File: src/sv/shq_pkg.sv
// shared types and constants of the spline histogram quantile block
package shq_pkg;

	localparam int FRAC_BITS  = 16;
	localparam int MAX_BINS   = 1024;
	localparam int MAX_QUANTS = 64;
	localparam int BIN_AW     = $clog2(MAX_BINS);
	localparam int BIN_W      = 40;
	localparam int CUM_W      = 51;
	localparam int TGT_W      = 55;
	localparam int PROD_W     = 58;
	localparam int DEN_W      = 48;
	localparam int NUMER_W    = 27;
	localparam int STEP_W     = 5;

	localparam logic [16:0]      ONE      = 17'h10000;
	localparam logic [BIN_W-1:0] BIN_MAX  = {BIN_W{1'b1}};
	localparam logic [CUM_W-1:0] CUM_MAX  = {1'b1, {(CUM_W-1){1'b0}}};

	localparam logic [0:0] REG_BIN_COUNT   = 1'b0;
	localparam logic [0:0] REG_QUANT_COUNT = 1'b1;

	typedef struct packed {
		logic signed [17:0] sample;
		logic               last_sample;
	} item_t;

	typedef struct packed {
		logic [5:0]  quantile_index;
		logic [16:0] quantile_level;
		logic        too_few_samples;
		logic        last_result;
	} result_t;

	typedef struct packed {
		logic               start;
		logic [DEN_W-1:0]   rem0;
		logic [DEN_W-1:0]   den;
		logic [NUMER_W-1:0] numer;
		logic [STEP_W-1:0]  steps;
	} div_req_t;

	typedef struct packed {
		logic               done;
		logic [NUMER_W-1:0] quot;
	} div_rsp_t;

endpackage

File: src/sv/shq_div.sv
// serial restoring divider, one quotient bit per cycle
module shq_div (
	input  logic              clk,
	input  logic              arst_n,
	input  shq_pkg::div_req_t req,
	output shq_pkg::div_rsp_t rsp
);
	import shq_pkg::*;

	logic [DEN_W-1:0]   rem_q;
	logic [DEN_W-1:0]   den_q;
	logic [NUMER_W-1:0] numer_q;
	logic [NUMER_W-1:0] quot_q;
	logic [STEP_W-1:0]  cnt_q;
	logic               busy_q;
	logic               done_q;
	logic [DEN_W-1:0]   rem_sh;
	logic               qbit;

	assign rem_sh = {rem_q[DEN_W-2:0], numer_q[NUMER_W-1]};
	assign qbit   = rem_sh >= den_q;

	always_ff @(posedge clk or negedge arst_n) begin
		if (!arst_n) begin
			busy_q <= 1'b0;
			done_q <= 1'b0;
			cnt_q  <= '0;
		end else begin
			done_q <= 1'b0;
			if (req.start) begin
				busy_q <= 1'b1;
				cnt_q  <= req.steps;
			end else if (busy_q) begin
				cnt_q <= cnt_q - 1'b1;
				if (cnt_q == STEP_W'(1)) begin
					busy_q <= 1'b0;
					done_q <= 1'b1;
				end
			end
		end
	end

	always_ff @(posedge clk) begin
		if (req.start) begin
			rem_q   <= req.rem0;
			den_q   <= req.den;
			numer_q <= req.numer;
			quot_q  <= '0;
		end else if (busy_q) begin
			rem_q   <= qbit ? rem_sh - den_q : rem_sh;
			numer_q <= {numer_q[NUMER_W-2:0], 1'b0};
			quot_q  <= {quot_q[NUMER_W-2:0], qbit};
		end
	end

	assign rsp.done = done_q;
	assign rsp.quot = quot_q;

endmodule

File: config.mk
export PLATFORM = sky130hd
export DESIGN_NAME = shq_div
export DESIGN_NICKNAME = d
export VERILOG_FILES = /design/src/sv/shq_pkg.sv /design/src/sv/shq_div.sv
export SDC_FILE = /design/constraint.sdc
export NUM_CORES = 1
export LEC_CHECK = 0
export ABC_CLOCK_PERIOD_IN_PS = 3290
export BUFFER_PORTS_ARGS = -buffer_cell sky130_fd_sc_hd__buf_2
export CAP_MARGIN = 5
export CORE_MARGIN = 2
export CORE_UTILIZATION = 50
export DETAILED_ROUTE_END_ITERATION = 7
export PLACE_DENSITY = 0.75
export SYNTH_ARGS = -nofsm -noshare
export SYNTH_HDL_FRONTEND = slang
export SYNTH_SLANG_ARGS = --single-unit
File: constraint.sdc
create_clock -name clk -period 3.29 [get_ports clk]
set_input_delay 0.658 -clock clk [delete_from_list [all_inputs] [get_ports clk]]
set_output_delay 0.658 -clock clk [all_outputs]
set_load 0.02 [all_outputs]
==> results.py <==
metrics = {
    "outcome": {
        "status": "complete, but fails checks",
        "violations": "negative setup slack",
    },
    "floorplan": {
        "fp.dieW_um": 139,
        "core_um2": 17800,
        "die_h_um": 139,
        "rows": 49,
        "io_pins": 159,
        "die_area_um2": 19200,
        "start_util_pct": 50.8,
    },
    "cells_and_area": {
        "final_cell_mix": "156 x buf_2, 122 x edfxtp_1, 73 x nand2_1",
        "area_growth_pct": 24.9,
        "finalNonFillerCells": 1317,
        "final_layout_size_suffix_gt1_share_pct": 29.9,
        "fill_cells": 1463,
        "nNetsFinal": 1256,
        "seq_area_um2": 4380,
        "multi_input_area_um2": 4430,
        "final_common_cell": "buf_2",
    },
    "timing": {
        "setup_viol": 19,
        "drv_slew": 0,
        "layout_min_cycle_time_ns": 3.34,
        "hold_viol_final": 0,
        "final.setup.worst_slack_ns": -0.0488,
        "tightest_slew_ns": 0.589,
        "maxSlewHeadroom_pct": 60.7,
        "timing.fmax_mhz": 300,
        "finalCritPeriodShare_pct": 101,
        "holdWs_ns": 0.0478,
        "fin_skew_ns": 0.0118,
        "rsz0062_at_grt": "yes",
    },
    "route": {
        "drtAntennaViolNets": 0,
        "wl_per_cell_um": 17.2,
        "drtIter0Drc": 594,
        "finalWirelength_um": 22600,
        "firstDrtPassIters": 6,
        "route.detailed.drc": 0,
        "viasPerCell": 5.60,
        "vias": 7378,
    },
    "clock_network": {
        "clock_path_buffers": 2,
        "clock_latency_ns": 0.44,
        "clkSinkCount": 156,
        "cts_buffers": 17,
        "cts_max_level": 4,
        "cts_root_buffer": "clkbuf_16",
        "cts_tree": "built",
        "clk_pin_slew_worst_paths_ns": 0.07,
    },
    "logic_synthesis": {
        "ys_seq_area_share_pct": 48.3,
        "yosysWarnings": 0,
        "synth_ff_type": "edfxtp_1",
        "synthArstFlopShare_pct": 4.49,
        "ys_ff_latch": 156,
        "synth_cell_types": 57,
        "synth_edf_count": 122,
        "avgSynthCellArea_um2": 10.4,
        "syn_nets": 1057,
        "synth_area_um2": 9060,
        "syn_inst": 875,
    },
    "critical_path": {
        "worst-path-buf-inv": 3,
        "worstReg2RegEnd": "rem_q[16]",
        "required_ns": 3.46,
        "cpPeakStageDelay_ns": 0.40,
        "reg2reg_depth": 15,
        "rr_startpoint": "numer_q[26]",
        "crit_slowest_cell": "edfxtp_1",
        "crit_fanout": 6,
        "cp-start-kind": "flop",
        "crit_cells": 15,
        "reg2reg_slack_ns": -0.05,
        "crit_chain": "inv_2, ha_4, fa_2, nor2b_2, o31a_1, a41o_1, o311a_1, o21ai_2, nand3_2, a221oi_4, buf_6, buf_12, nor2_1, a211oi_1, a21oi_1",
        "critPathKind": "reg -> reg",
        "cp_top_family": "compound AO/OA/AOI/OAI gates",
        "crit_path_end_kind": "flop",
        "worstPathArrival_ns": 3.51,
    },
    "job": {
        "drv_cap": 0,
    },
    "power": {
        "p_leak_nw": 5.15,
        "power_density_nw_per_um2": 886,
        "vdd_drop_max_v": 0.000571,
    },
    "global_route": {
        "grt_pass1_wl_um": 35500,
        "grt_pass1_vias": 7263,
        "grt_overflow": 0,
        "grt_max_degree": 54,
        "grt_usage_pct": 22.9,
        "antenna_found_initial": 2,
    },
    "placement": {
        "dpl_worst_slack_ns": -0.148,
        "hpwl_um": 15500,
        "portBuffers": 157,
        "dp_cells": 1271,
        "place.gp.congestion": 0.936,
    },
    "hold_path": {
        "min_path_type": "in -> async",
    },
}
what timing repair did:
action / 4_1_cts / 5_1_grt
cloned: 1 / 6
hold buffers: 0 / 0
buffers inserted: 4 / 2
pin swaps: 6 / 7
gates resized for setup: 17 / 48
setup endpoints to repair: 45 / 47
cells by family (layout without fill, tap and decap cells):
family | Yosys count | in the layout | share of synthesized area (%)
and+or+nand+nor | 223 | 223 | 11.6
adders and majority gates | 51 | 51 | 7.13
DFF | 156 | 156 | 48.3
buffers and inverters | 99 | 311 | 4.24
xor gates and xnor gates | 44 | 44 | 4.25
muxes | 73 | 73 | 8.70
other | 0 | 1 | 0
AOI/OAI and AO/OA | 229 | 229 | 15.8
worst reg2reg max path: cells and delay by family (launching register included):
kind,cells,cell delay [ns]
flip-flops,1,0.40
AND/OR/NAND/NOR,3,0.23
adder cells (fa/ha/maj),2,0.34
buffers and inverters,3,0.41
AO/OA/AOI/OAI,7,1.70
cells in the mapped netlist (all sizes together), types with 2 or more instances:
library cell	n	area share, %
o21a	14	1.2
ha	50	6.9
nor2b	10	0.69
a31oi	7	0.48
and2	6	0.41
dfxtp	27	6.0
nand2b	7	0.48
edfxtp	122	40
nand4	8	0.55
o31a	2	0.19
xnor2	22	2.1
o211ai	10	0.83
buf	14	0.72
nor2	60	2.5
o41ai	2	0.19
a21oi	66	3.6
mux2i	27	3.0
a211oi	11	0.91
a21o	17	1.4
dfrtp	7	1.9
nand3	12	0.72
nand2	73	3.0
or2	2	0.14
nor3	15	0.83
nor4	6	0.41
o21bai	6	0.50
and3	18	1.2
nor4b	2	0.19
a21boi	5	0.41
xor2	22	2.1
a221oi	3	0.48
clkbuf	24	0.99
o21ai	69	3.8
a221o	6	0.66
mux2	46	5.7
inv	61	2.5
sequential cells by signal, summed over array words and instances, names as in the netlist:
name,count
den_q,48
rem_q,47
cnt_q,5
done_q,1
busy_q,1
numer_q,27
quot_q,27
layer usage:
layer | part of all wire (%) | up-vias | GRT usage (%)
li1 | - | 3604 | -
met5 | 0.071 | - | 0
met3 | 8.0 | 40 | 7.80
met1 | 43 | 3467 | 28.8
met2 | 47 | 265 | 37.5
met4 | 2.1 | 2 | 6.96
stage by stage:
step / area, µm² / utilization, % / total power [W] / setup TNS [ns]
2_1_floorplan: 9060 / - / 0.00606 / 0
3_3_place_gp: 10400 / 58.1 / 0.00721 / -1.46
3_5_place_dp: 10400 / 58.1 / 0.00732 / -3.41
4_1_cts: 11100 / 62.0 / 0.00951 / -1.50
5_1_grt: 11300 / 63.4 / 0.0107 / -5.13
6_report: 11300 / 63.4 / 0.0100 / -0.282
how the worst max path moves through the flow:
stage / startpoint / end
after floorplan: rem_q[1] / rem_q[29]
after global placement: numer_q[26] / rem_q[26]
after detailed placement: numer_q[26] / rem_q[26]
after CTS: numer_q[26] / rem_q[16]
after global routing: numer_q[26] / rem_q[16]
final: numer_q[26] / rem_q[16]
area by class of cell:
| cell class | instances | area share (%) |
|---|---|---|
| Timing Repair Buffer | 218 | 12.3 |
| Clock buffer | 17 | 3.76 |
| Clock inverter | 15 | 1.48 |
| Antenna cell | 1 | 0.0221 |
| Inverter | 61 | 2.02 |
| Multi-Input combinational cell | 620 | 39.2 |
| Tap cell | 229 | 2.53 |
| Sequential cell | 156 | 38.7 |
power by group:
group	total [W]	leakage [nW]	internal, W	switching, W
Combinational	0.00516	3.30	0.00242	0.00274
Sequential	0.00290	1.55	0.00266	0.000242
Clock	0.00197	0.293	0.00102	0.000949
Total	0.0100	5.15	0.00609	0.00393
(Power assumes the default switching activity.)
